==> src/hdl/per_note_pitch_channel_allocator_top_macros.svh <==
// ----------------------------------------------------------------------------
// per_note_pitch_channel_allocator_top_macros
// Assertion macros shared by the allocator modules.
// ----------------------------------------------------------------------------
`ifndef PER_NOTE_PITCH_CHANNEL_ALLOCATOR_TOP_MACROS_SVH
`define PER_NOTE_PITCH_CHANNEL_ALLOCATOR_TOP_MACROS_SVH
// Implication checked on every clock edge outside reset.
`define PNA_ASSERT_IMP(label, ante, cons) \
  label: assert property (@(posedge clk) disable iff (rst) (ante) |-> (cons)) \
    else $error("pna check failed");
// Next-cycle implication checked outside reset.
`define PNA_ASSERT_NEXT(label, ante, cons) \
  label: assert property (@(posedge clk) disable iff (rst) (ante) |=> (cons)) \
    else $error("pna check failed");
`endif

==> src/hdl/pna_pkg.sv <==
// ----------------------------------------------------------------------------
// pna_pkg
// Shared types and constants of the per-note pitch channel allocator.
// ----------------------------------------------------------------------------
package pna_pkg;

  localparam int NOTE_SLOTS_DEF = 32;
  localparam int CHANNELS_DEF   = 16;

  // Event opcodes.
  localparam logic [1:0] OP_OTHER = 2'd0;
  localparam logic [1:0] OP_ON    = 2'd1;
  localparam logic [1:0] OP_OFF   = 2'd2;

  // Configuration register indexes.
  localparam logic [1:0] REG_EXPR  = 2'd0;
  localparam logic [1:0] REG_RANGE = 2'd1;
  localparam logic [1:0] REG_MASK  = 2'd2;

  // Bend limit per semitone, in 1/64 cent.
  localparam int SEMI_UNITS = 6400;
  localparam logic [8:0] EXPR_DIV = 9'd375;

  typedef enum logic [2:0] {
    ST_IDLE,
    ST_SCAN,
    ST_DIV,
    ST_DONE
  } state_t;

  // Controller to datapath commands.
  typedef struct packed {
    logic load;       // capture the event, start the scan
    logic scan_step;  // look at the next slot
    logic div_start;  // set up the divider
    logic div_step;   // one quotient bit
    logic finish;     // update the table and show the result
  } cmd_t;

  // Datapath to controller status.
  typedef struct packed {
    logic scan_last;
    logic div_last;
  } stat_t;

endpackage

==> src/hdl/per_note_pitch_channel_allocator_top.sv <==
// ----------------------------------------------------------------------------
// per_note_pitch_channel_allocator_top
// Note event allocator for per-note tuning by expression or channel bend.
// ----------------------------------------------------------------------------
// Usage:
//   Present an event on opcode, note_id, note_channel and tuning_offset and
//   raise start while busy is low; the beat is taken at that edge.
//   Exactly one result beat follows, marked by done for one cycle; the
//   receiver cannot stall it, so it must take the beat when done is high.
//   Sequence: slot scan (one slot a cycle), serial division (one quotient bit
//   a cycle), a table update state, then the registered result. busy stays
//   high through scan, division and table update and is low again when done
//   is shown, so the next event can start in the cycle done is shown.
//   Configuration: cfg_we, cfg_index, cfg_data write a register at once;
//   any valid register write also frees every table slot. Write only while
//   busy is low.
//   Reset (rst, synchronous) clears registers, frees all slots and idles.
// ----------------------------------------------------------------------------
module per_note_pitch_channel_allocator_top #(
  parameter int NOTE_SLOTS = pna_pkg::NOTE_SLOTS_DEF,
  parameter int CHANNELS   = pna_pkg::CHANNELS_DEF
) (
  input  logic               clk,
  input  logic               rst,
  input  logic               start,
  output logic               busy,
  input  logic               cfg_we,
  input  logic [1:0]         cfg_index,
  input  logic [15:0]        cfg_data,
  input  logic [1:0]         opcode,
  input  logic signed [31:0] note_id,
  input  logic [3:0]         note_channel,
  input  logic signed [20:0] tuning_offset,
  output logic               done,
  output logic [3:0]         out_channel,
  output logic               tuning_cleared,
  output logic               expression_emit,
  output logic [15:0]        expression_value,
  output logic               bend_emit,
  output logic [3:0]         bend_channel,
  output logic [15:0]        bend_value
);

  pna_pkg::cmd_t  cmd;
  pna_pkg::stat_t stat;

  // Sequencer.
  pna_ctrl u_ctrl (
    .clk (clk), .rst (rst), .start (start), .stat (stat), .cmd (cmd), .busy (busy)
  );

  // Table, scan and divider.
  pna_datapath #(.NOTE_SLOTS(NOTE_SLOTS), .CHANNELS(CHANNELS)) u_dp (
    .clk (clk), .rst (rst), .cmd (cmd), .stat (stat),
    .cfg_we (cfg_we), .cfg_index (cfg_index), .cfg_data (cfg_data),
    .opcode (opcode), .note_id (note_id), .note_channel (note_channel),
    .tuning_offset (tuning_offset), .done (done), .out_channel (out_channel),
    .tuning_cleared (tuning_cleared), .expression_emit (expression_emit),
    .expression_value (expression_value), .bend_emit (bend_emit),
    .bend_channel (bend_channel), .bend_value (bend_value)
  );

endmodule

==> src/hdl/pna_ctrl.sv <==
// ----------------------------------------------------------------------------
// pna_ctrl
// Sequencer: slot scan, serial division, then table update and result beat.
// ----------------------------------------------------------------------------
`include "per_note_pitch_channel_allocator_top_macros.svh"
module pna_ctrl (
  input  logic            clk,
  input  logic            rst,
  input  logic            start,
  input  pna_pkg::stat_t  stat,
  output pna_pkg::cmd_t   cmd,
  output logic            busy
);

  pna_pkg::state_t state, state_next;

  // State register.
  always_ff @(posedge clk) begin
    if (rst) begin
      state <= pna_pkg::ST_IDLE;
    end else begin
      state <= state_next;
    end
  end

  // Next state.
  always_comb begin
    state_next = state;
    unique case (state)
      pna_pkg::ST_IDLE: if (start) state_next = pna_pkg::ST_SCAN;
      pna_pkg::ST_SCAN: if (stat.scan_last) state_next = pna_pkg::ST_DIV;
      pna_pkg::ST_DIV:  if (stat.div_last) state_next = pna_pkg::ST_DONE;
      pna_pkg::ST_DONE: state_next = pna_pkg::ST_IDLE;
      default:          state_next = pna_pkg::ST_IDLE;
    endcase
  end

  // Outputs.
  always_comb begin
    cmd  = '0;
    busy = 1'b1;
    unique case (state)
      pna_pkg::ST_IDLE: begin
        busy     = 1'b0;
        cmd.load = start;
      end
      pna_pkg::ST_SCAN: begin
        cmd.scan_step = 1'b1;
        cmd.div_start = stat.scan_last;
      end
      pna_pkg::ST_DIV:  cmd.div_step = 1'b1;
      pna_pkg::ST_DONE: cmd.finish = 1'b1;
      default:          busy = 1'b1;
    endcase
  end

  `PNA_ASSERT_NEXT(a_load_scan, cmd.load, state == pna_pkg::ST_SCAN)
  `PNA_ASSERT_NEXT(a_done_idle, cmd.finish, !busy)
  `PNA_ASSERT_IMP(a_one_cmd, 1'b1, $onehot0({cmd.load, cmd.scan_step, cmd.div_step, cmd.finish}))

endmodule

==> src/hdl/pna_datapath.sv <==
// ----------------------------------------------------------------------------
// pna_datapath
// Slot table, sequential slot scan, serial divider and result register.
// ----------------------------------------------------------------------------
`include "per_note_pitch_channel_allocator_top_macros.svh"
module pna_datapath #(
  parameter int NOTE_SLOTS = pna_pkg::NOTE_SLOTS_DEF,
  parameter int CHANNELS   = pna_pkg::CHANNELS_DEF
) (
  input  logic                clk,
  input  logic                rst,
  input  pna_pkg::cmd_t       cmd,
  output pna_pkg::stat_t      stat,
  input  logic                cfg_we,
  input  logic [1:0]          cfg_index,
  input  logic [15:0]         cfg_data,
  input  logic [1:0]          opcode,
  input  logic signed [31:0]  note_id,
  input  logic [3:0]          note_channel,
  input  logic signed [20:0]  tuning_offset,
  output logic                done,
  output logic [3:0]          out_channel,
  output logic                tuning_cleared,
  output logic                expression_emit,
  output logic [15:0]         expression_value,
  output logic                bend_emit,
  output logic [3:0]          bend_channel,
  output logic [15:0]         bend_value
);

  localparam int SW = (NOTE_SLOTS > 1) ? $clog2(NOTE_SLOTS) : 1;
  // Divider: numerator up to 2^20*128 + half divisor, 28 bits fits.
  localparam int NW = 29;
  localparam int DW = 12;

  // Configuration registers.
  logic        expr_mode;
  logic [6:0]  range;
  logic [15:0] mask;
  logic        cfg_hit;

  // Slot table.
  logic [NOTE_SLOTS-1:0] slot_valid;
  logic [30:0]           slot_note_id [NOTE_SLOTS];
  logic [NOTE_SLOTS-1:0] slot_chan_mode;
  logic [3:0]            slot_channel [NOTE_SLOTS];

  // Captured event.
  logic [1:0]  op_r;
  logic        id_ok;
  logic [30:0] id_r;
  logic [3:0]  nch_r;
  logic        neg_r;
  logic [20:0] mag_r;

  // Scan state.
  logic [SW-1:0]   scan_idx;
  logic            hit_found;
  logic [SW-1:0]   hit_idx;
  logic            free_found;
  logic [SW-1:0]   free_idx;
  logic [15:0]     used_ch;

  // Divider state.
  logic [NW-1:0] rem;
  logic [NW-1:0] quo;
  logic [DW-1:0] divisor;
  logic [4:0]    div_cnt;

  assign cfg_hit = cfg_we && (cfg_index == pna_pkg::REG_EXPR ||
                   cfg_index == pna_pkg::REG_RANGE || cfg_index == pna_pkg::REG_MASK);

  // Configuration writes.
  always_ff @(posedge clk) begin
    if (rst) begin
      expr_mode <= 1'b0;
      range     <= '0;
      mask      <= '0;
    end else if (cfg_we) begin
      unique case (cfg_index)
        pna_pkg::REG_EXPR:  expr_mode <= cfg_data[0];
        pna_pkg::REG_RANGE: range <= cfg_data[6:0];
        pna_pkg::REG_MASK:  mask <= cfg_data;
        default:            expr_mode <= expr_mode;
      endcase
    end
  end

  // Event capture.
  always_ff @(posedge clk) begin
    if (cmd.load) begin
      op_r  <= opcode;
      id_ok <= !note_id[31];
      id_r  <= note_id[30:0];
      nch_r <= note_channel;
      neg_r <= tuning_offset[20];
      mag_r <= tuning_offset[20] ? 21'(-tuning_offset) : tuning_offset;
    end
  end

  // Slot scan: one slot a cycle, collecting match, first free and used channels.
  assign stat.scan_last = (scan_idx == SW'(NOTE_SLOTS - 1));
  always_ff @(posedge clk) begin
    if (cmd.load) begin
      scan_idx   <= '0;
      hit_found  <= 1'b0;
      free_found <= 1'b0;
      used_ch    <= '0;
      hit_idx    <= '0;
      free_idx   <= '0;
    end else if (cmd.scan_step) begin
      if (!stat.scan_last) scan_idx <= scan_idx + 1'b1;
      if (slot_valid[scan_idx]) begin
        if (!hit_found && slot_note_id[scan_idx] == id_r) begin
          hit_found <= 1'b1;
          hit_idx   <= scan_idx;
        end
        if (slot_chan_mode[scan_idx]) used_ch[slot_channel[scan_idx]] <= 1'b1;
      end else if (!free_found) begin
        free_found <= 1'b1;
        free_idx   <= scan_idx;
      end
    end
  end

  // Lowest enabled free channel from 1 upward.
  logic       ch_found;
  logic [3:0] ch_pick;
  always_comb begin
    ch_found = 1'b0;
    ch_pick  = '0;
    for (int c = CHANNELS - 1; c >= 1; c--) begin
      if (mask[c] && !used_ch[c]) begin
        ch_found = 1'b1;
        ch_pick  = 4'(c);
      end
    end
  end

  // Bend range check.
  logic        in_range;
  logic [DW-1:0] bend_div;
  assign in_range = (range != 0) &&
                    ({5'd0, mag_r} <= 26'(range) * 26'(pna_pkg::SEMI_UNITS));
  assign bend_div = DW'(range) * DW'(25);

  // Restoring divider: (mag*mul + div/2) / div, one quotient bit a cycle.
  logic [NW-1:0] trial;
  assign stat.div_last = (div_cnt == 5'd0);
  always_ff @(posedge clk) begin
    if (cmd.div_start) begin
      divisor <= expr_mode ? DW'(pna_pkg::EXPR_DIV) : bend_div;
      quo     <= expr_mode ? (NW'(mag_r) << 4) + NW'(pna_pkg::EXPR_DIV >> 1)
                           : (NW'(mag_r) << 7) + NW'(bend_div >> 1);
      rem     <= '0;
      div_cnt <= 5'(NW - 1);
    end else if (cmd.div_step) begin
      if (trial >= NW'(divisor)) begin
        rem <= trial - NW'(divisor);
        quo <= {quo[NW-2:0], 1'b1};
      end else begin
        rem <= trial;
        quo <= {quo[NW-2:0], 1'b0};
      end
      div_cnt <= div_cnt - 1'b1;
    end
  end
  assign trial = {rem[NW-2:0], quo[NW-1]};

  // Normalize the quotient around centre with saturation.
  logic [15:0] norm;
  always_comb begin
    if (neg_r) norm = (quo >= NW'(32768)) ? 16'd0 : 16'(NW'(32768) - quo);
    else       norm = (quo >= NW'(32767)) ? 16'hFFFF : 16'(NW'(32768) + quo);
  end

  // Result decision.
  logic          is_on, is_off, bend_ok, remember;
  logic [SW-1:0] wr_idx;
  logic          wr_ok;
  assign is_on    = id_ok && op_r == pna_pkg::OP_ON;
  assign is_off   = id_ok && op_r == pna_pkg::OP_OFF;
  assign bend_ok  = is_on && !expr_mode && in_range && ch_found;
  assign remember = is_on && (expr_mode || bend_ok);
  assign wr_idx   = hit_found ? hit_idx : free_idx;
  assign wr_ok    = hit_found || free_found;

  // Table update.
  always_ff @(posedge clk) begin
    if (rst) begin
      slot_valid <= '0;
    end else if (cfg_hit) begin
      slot_valid <= '0;
    end else if (cmd.finish) begin
      if (remember && wr_ok) slot_valid[wr_idx] <= 1'b1;
      else if (is_off && hit_found) slot_valid[hit_idx] <= 1'b0;
    end
  end
  always_ff @(posedge clk) begin
    if (cmd.finish && remember && wr_ok) begin
      slot_note_id[wr_idx]   <= id_r;
      slot_chan_mode[wr_idx] <= bend_ok;
      slot_channel[wr_idx]   <= bend_ok ? ch_pick : nch_r;
    end
  end

  // Result register.
  always_ff @(posedge clk) begin
    if (rst) begin
      done <= 1'b0;
    end else begin
      done <= cmd.finish;
    end
  end
  always_ff @(posedge clk) begin
    if (cmd.finish) begin
      out_channel      <= nch_r;
      tuning_cleared   <= 1'b0;
      expression_emit  <= 1'b0;
      expression_value <= '0;
      bend_emit        <= 1'b0;
      bend_channel     <= '0;
      bend_value       <= '0;
      if (is_on && expr_mode) begin
        tuning_cleared   <= 1'b1;
        expression_emit  <= 1'b1;
        expression_value <= norm;
      end else if (bend_ok) begin
        out_channel    <= ch_pick;
        tuning_cleared <= 1'b1;
        bend_emit      <= 1'b1;
        bend_channel   <= ch_pick;
        bend_value     <= norm;
      end else if (is_off && hit_found) begin
        tuning_cleared <= 1'b1;
        if (slot_chan_mode[hit_idx]) out_channel <= slot_channel[hit_idx];
      end
    end
  end

  `PNA_ASSERT_IMP(a_bend_chan, done && bend_emit, bend_channel != 4'd0 && bend_channel == out_channel)
  `PNA_ASSERT_IMP(a_emit_excl, done, !(bend_emit && expression_emit))
  `PNA_ASSERT_NEXT(a_done_pulse, done, !done)

endmodule

==> config.mk <==
export PLATFORM = sky130hd
export DESIGN_NAME = per_note_pitch_channel_allocator_top
export DESIGN_NICKNAME = d
export VERILOG_FILES = /design/src/hdl/pna_pkg.sv /design/src/hdl/per_note_pitch_channel_allocator_top.sv /design/src/hdl/pna_ctrl.sv /design/src/hdl/pna_datapath.sv
export VERILOG_INCLUDE_DIRS = /design/src /design/src/hdl
export SDC_FILE = /design/constraint.sdc
export NUM_CORES = 2
export LEC_CHECK = 0
export BUFFER_PORTS_ARGS = -buffer_cell sky130_fd_sc_hd__buf_4
export CELL_PAD_IN_SITES_DETAIL_PLACEMENT = 1
export CELL_PAD_IN_SITES_GLOBAL_PLACEMENT = 2
export CORE_MARGIN = 2
export CORE_UTILIZATION = 24
export DETAILED_ROUTE_END_ITERATION = 16
export PLACE_DENSITY = 0.42
export SLEW_MARGIN = 20
export SYNTH_ARGS = -nofsm -noshare
export SYNTH_HDL_FRONTEND = slang
export SYNTH_SLANG_ARGS = --single-unit
==> constraint.sdc <==
create_clock -name clk -period 8.3 [get_ports clk]
set_input_delay 0.415 -clock clk [delete_from_list [all_inputs] [get_ports clk]]
set_output_delay 0.415 -clock clk [all_outputs]
set_load 0.01 [all_outputs]
=== Yosys cells after proc, flatten, opt, wreduce, memory -nomap -nowiden ===
Memory sizes are Yosys's and may differ from the RTL's. A register that Yosys moved wholly into a read port is not among the register bits.
Index checks and enable logic that the tools add are counted.

* Bits in registers: 302
* Bits in writable memories: 1120
* Input bits: 81
* Output and inout port bits: 45
* Logic and storage cells: 227
* Memories: 2

* Add/subtract/negate cells: 8
* Multipliers: 2
* $lt $le $gt $ge: 11
* Equality and inequality tests: 12
* Muxes and demuxes: 80
* Bitwise operators: 8
* Reductions and logical operators: 73

{| class="wikitable"
|+ Memories
! memory !! depth !! width !! read ports !! clocked after memory_dff !! write ports !! RTL line !! source
|-
| u_dp.slot_note_id || 32 || 31 || 1 || 1 || 1 || pna_datapath.sv:44 || <nowiki>logic [30:0] slot_note_id [NOTE_SLOTS];</nowiki>
|-
| u_dp.slot_channel || 32 || 4 || 2 || 2 || 1 || pna_datapath.sv:46 || <nowiki>logic [3:0] slot_channel [NOTE_SLOTS];</nowiki>
|}

{| class="wikitable"
|+ Operator list
! kind !! number
|-
| two-way mux 29 bit || 3
|-
| two-way mux 4 bit || 20
|-
| two-way mux 32 bit || 2
|-
| two-way mux 16 bit || 3
|-
| two-way mux 5 bit || 7
|-
| AND 32 bit || 1
|-
| bitwise mux 32 bit || 1
|-
| logical AND 1 bit || 32
|-
| inverter 32 bit || 1
|-
| OR 32 bit || 1
|-
| equality test 31 bit || 1
|-
| two-way mux 1 bit || 31
|-
| adder 28 x 11 -> 29 bit || 1
|-
| >= comparator 29 x 12 -> 1 bit || 1
|-
| >= comparator 29 x 15 -> 1 bit (second input constant) || 1
|-
| >= comparator 29 x 16 -> 1 bit (second input constant) || 1
|-
| two-way mux 28 bit || 1
|-
| subtractor 28 x 12 -> 28 bit || 1
|-
| adder 25 x 8 -> 26 bit (second input constant) || 1
|-
| multiplier 7 x 5 -> 12 bit (second input constant) || 2
|-
| less-or-equal comparator 21 x 20 -> 1 bit || 1
|-
| negator 21 bit || 1
|-
| two-way mux 20 bit || 1
|-
| zero test 1 bit || 18
|-
| other kinds (32) || 61
|}

=== Longest topological paths before layout ===
* Depth in word-level cells: 24
* Depth in mapped cells: 24
* Gate-level depth less buffers: 23

=== Cells and area by module ===
From an unflattened synthesis, not the netlist that was laid out.

* Cell total of the unflattened synthesis: 3471
* Area, all modules: 60088.9 um^2

{| class="wikitable"
|+ Modules (own cells, without submodules)
! module !! instances !! cells each !! area an instance (um^2) !! sequential area each (um^2)
|-
| pna_datapath || 1 || 3447 || 59884.9 || 41539.8
|-
| pna_ctrl || 1 || 24 || 203.9 || 40.0
|}

=== Worst setup path before layout ===
Ideal clock, no wire load.

* Path type: flip-flop to flip-flop
* Start point: register u_dp.range[2]
* End point: register u_dp.slot_chan_mode[7], enable pin
* Library setup time: 0.429 ns
* Arrival: 6.492 ns
* Required time: 7.871 ns
* Slack: 1.379 ns
* Stages on the path, launching flop included: 22
* Buffers on the path: 0
* Cells stage by stage: dfxtp_1 -> inv_1 -> ha_1 -> ha_1 -> fa_1 -> ha_1 -> a21oi_1 -> o21ai_0 -> a21oi_1 -> o21bai_1 -> a21oi_1 -> xnor2_1 -> ha_1 -> nand4_1 -> or4_1 -> a311oi_1 -> o21ai_0 -> a21oi_1 -> o31ai_2 -> inv_1 -> o211ai_1 -> nor2_1

* Cells in the longest elaborated chain, start to end: 9

{| class="wikitable"
|+ Ends and longest elaborated chain
! item !! RTL line !! source
|-
| start, declared || pna_datapath.sv:38 || <nowiki>logic [6:0] range;</nowiki>
|-
| start signal, assigned || pna_datapath.sv:82 || <nowiki>pna_pkg::REG_RANGE: range <= cfg_data[6:0];</nowiki>
|-
| multiplier 7 x 5 -> 12 bit || pna_datapath.sv:144 || <nowiki>({5'd0, mag_r} <= 26'(range) * 26'(pna_pkg::SEMI_UNITS));</nowiki>
|-
| less-or-equal comparator 21 x 20 -> 1 bit || pna_datapath.sv:144 ||
|-
| logical AND 1 bit * || pna_datapath.sv:143 || <nowiki>assign in_range = (range != 0) &&</nowiki>
|-
| logical AND 1 bit * (2 in series) || pna_datapath.sv:183 || <nowiki>assign bend_ok = is_on && !expr_mode && in_range && ch_found;</nowiki>
|-
| net u_dp.bend_ok || pna_datapath.sv:178 || <nowiki>logic is_on, is_off, bend_ok, remember;</nowiki>
|-
| logical OR 1 bit * || pna_datapath.sv:184 || <nowiki>assign remember = is_on && (expr_mode || bend_ok);</nowiki>
|-
| logical AND 1 bit * || pna_datapath.sv:184 ||
|-
| logical AND 1 bit * (2 in series) || pna_datapath.sv:200 || <nowiki>if (cmd.finish && remember && wr_ok) begin</nowiki>
|-
| end signal, assigned by index || pna_datapath.sv:202 || <nowiki>slot_chan_mode[wr_idx] <= bend_ok;</nowiki>
|-
| end, declared || pna_datapath.sv:45 || <nowiki>logic [NOTE_SLOTS-1:0] slot_chan_mode;</nowiki>
|}

The timed path passes the listed nets; every way through them passes the cells marked *.
A chain may end at the register's enable or synchronous reset.

=== Worst setup path in the final report ===
* Start point: register u_dp.range[2]
* End point: memory u_dp.slot_note_id[27][5], enable pin

* Cells in the longest elaborated chain, start to end: 11

{| class="wikitable"
|+ Ends and longest elaborated chain
! item !! RTL line !! source
|-
| multiplier 7 x 5 -> 12 bit || pna_datapath.sv:144 ||
|-
| less-or-equal comparator 21 x 20 -> 1 bit || pna_datapath.sv:144 ||
|-
| logical AND 1 bit * || pna_datapath.sv:143 ||
|-
| logical AND 1 bit * (2 in series) || pna_datapath.sv:183 ||
|-
| net u_dp.bend_ok || pna_datapath.sv:178 ||
|-
| logical OR 1 bit * || pna_datapath.sv:184 ||
|-
| logical AND 1 bit * || pna_datapath.sv:184 ||
|-
| logical AND 1 bit * (2 in series) || pna_datapath.sv:200 ||
|-
| two-way mux 1 bit * || pna_datapath.sv:200 ||
|-
| two-way mux 1 bit (implied by the code) * || pna_datapath.sv:201 || <nowiki>slot_note_id[wr_idx] <= id_r;</nowiki>
|-
| end, declared || pna_datapath.sv:44 ||
|}

Marked as above.

==> flow_summary.yaml <==
critical_path:
  crit_buf_inv: 4
  crit_fanout: 21
  end_kind: "flip-flop"
  cp_top_family: "compound AO/OA/AOI/OAI gates"
  arrival_ns: 7.39
  startpoint_type: "flip-flop"
  crit_required_ns: 8.75
  critical_path_class: "reg -> reg"
  crit_path_top_delay_cell: "nor2_4"
  cpPeakStageDelay_ns: 0.73
  cp_cell_sequence: "inv_1, ha_1, ha_1, fa_1, ha_1, a21oi_1, o21ai_0, a21oi_1, o21bai_1, a21oi_1, xnor2_1, ha_1, nand4_1, or4_1, a311oi_1, o21ai_0, a21oi_1, o31ai_4, inv_1, o211ai_1, buf_4, nor2_4, buf_4"
sta:
  worst_pin_slew_ns: 1.26
  slew_viol_final: 0
  finalCritPeriodShare: 0.835
  tns_ns: 0
  hold_viol_final: 0
  rsz0062_at_grt: "false"
  max_freq_ghz: 0.144
  fin_skew_ns: 0.0570
  setup_viol: 0
  period_minus_slack_ns: 6.93
  slew_headroom: 0.159
logic_synthesis:
  synth.distinct_cells: 79
  synthFlopType: "edfxtp_1"
  syn_nets: 3826
  synth_top_area_cell: "edfxtp_1"
  synthTopCellsByArea: "edfxtp_1 65%, mux4_2 9.2%, dfxtp_1 4.4%"
  yosys-top-cells-count: "1296 x edfxtp_1, 246 x mux4_2, 235 x mux2i_1"
  yosys_register_bits: 1429
  ys_seq_area_frac: 0.693
  synth_area_per_cell_sq_um: 16.3
  synth_cells: 3672
  async_flop_share: 0
  synth_top_area_frac: 0.649
  synth-edff-count: 1296
  synth_area_sq_um: 60000
  synth_warnings: 0
  synth_most_common_cell: "edfxtp_1"
floorplan:
  die_area_sq_um: 254000
  io_pins: 126
  core_area_sq_um: 249000
  num_rows: 183
  die_height_um: 504
  die_x_um: 504
  floorplan.initialDensity: 0.241
power:
  p_leak_nw: 22.9
  p_per_area_nw_per_um2: 282
  vdd_drop_max_mv: 0.187
cts:
  clockRootBuffer: "clkbuf_16"
  clkTransAtPathRegs_ns: 0.06
  cts_buffer_depth: 3
  post-cts-setup-buffers: 0
  postCtsResizedCells: 0
  cts.htree.levels: 4
  cts_tree: "built"
  clk-insertion-delay-late_ns: 0.84
  cts_buffers: 174
  clock-sinks: 1429
final_layout:
  nets: 4180
  design_area_sq_um: 72800
  synthToLayoutAreaGrowth_pct: 21.4
  utilization: 0.293
  layout-drive-gt1-share: 0.209
placed_design:
  portBuffers: 125
  gp_congestion: 0.740
  hpwl_um: 135000
  placed_area_sq_um: 66000
route:
  routed_via_density: 4.60
  drt_wl_total_um: 211000
  drt_first_pass_iters: 7
  ant_nets: 0
  route.detailed.drc: 0
  wl_per_cell_um: 28.2
  drtIter0Drc: 2316
  via_count: 34600
global_route:
  grt_pass1_vias: 36700
  antenna_found_initial: 10
  grt_usage: 0.164
  grt_pass1_wl_um: 297000
  grt_overflow: 0
  grt_max_degree: 67
worst_hold_path:
  hp-class: "in -> reg"
status:
  status: "completed"
run:
  drv_cap: 0
registers in the layout, summed over array words and instances, names as in the netlist, 7 cells and up, named ones only:
name / flops
u_dp.bend_value: 16
u_dp.divisor: 12
u_dp.expression_value: 16
u_dp.id_r: 31
u_dp.mag_r: 21
u_dp.mask: 15
u_dp.quo: 29
u_dp.range: 7
u_dp.rem: 28
u_dp.slot_chan_mode: 32
u_dp.slot_channel: 128
u_dp.slot_note_id: 992
u_dp.slot_valid: 32
u_dp.used_ch: 15
power breakdown:
group	leakage, nW	switching, mW	total (mW)	internal, mW
logic	7.36	2.43	3.93	1.49
registers	12.7	0.334	8.72	8.39
clock network	2.84	3.29	7.91	4.61
total	22.9	6.06	20.6	14.5
layout by cell type, fill, tap and decap left out, drive strengths merged, types with 62 or more instances in the layout:
cell type,n
mux2i,235
xnor2,62
o21ai,108
a21oi,109
clkbuf,209
inv,77
edfxtp,1296
a22oi,110
clkinv,81
dfxtp,133
ha,69
mux4,246
dlygate4sd3,90
nand3,80
buf,276
nor2,216
nand2,228
per-stage QoR:
stage	cells	power [mW]	setup slack (ns)	hold WS, ns
after floorplan	3672	11.2	1.38	0.428
after global placement	7090	12.9	1.35	0.440
after detailed placement	7090	12.9	1.34	0.452
after CTS	7503	20.9	1.29	0.217
after global routing	7505	21.5	0.948	0.236
final	7509	20.6	1.37	0.296
final timing paths:
kind,depth (start not counted),end,slack (ns),startpoint
max,23,u_dp.slot_note_id[27][5],1.37,u_dp.range[2]
min,2,u_dp.id_r[10],0.30,note_id[10]
max reg2reg,23,u_dp.slot_note_id[27][5],1.37,u_dp.range[2]
min reg2reg,2,u_dp.mask[5],0.46,u_dp.mask[5]
final cells by class:
type / count / area, sq um
fillers: 25900 / 176000
well taps: 3330 / 4170
repair buffers: 366 / 3210
diodes: 6 / 15.0
flip-flops and latches: 1429 / 41600
multi-input cells: 1982 / 17600
clock buffers: 209 / 4530
inverters: 73 / 279
clock inverters: 114 / 1370
cell families (layout without fill, tap and decap cells):
kind of cell	Yosys count	in the layout	share of synthesized area
buffers and inverters	261	762	0.0182
flip-flops	1429	1429	0.693
adder cells (fa/ha/maj)	73	73	0.0157
multiplexers	495	495	0.134
AND/OR/NAND/NOR	788	788	0.0628
other	0	6	0
AO/OA/AOI/OAI	515	515	0.0596
XOR/XNOR	111	111	0.0162
metal layers:
metal,track usage,up-vias,wire length (um)
met4,0.0427,0,5020
met1,0.234,18400,101000
met5,0,-,0
met3,0.0242,256,7370
met2,0.261,667,97900
li1,-,15300,-
what timing repair did:
action | 4_1_cts | 5_1_grt
hold buffers | 90 | 0
endpoints found under the hold margin | 86 | 0
setup endpoints to repair | 0 | 0
Note: power is estimated with default switching activity, not from simulation.
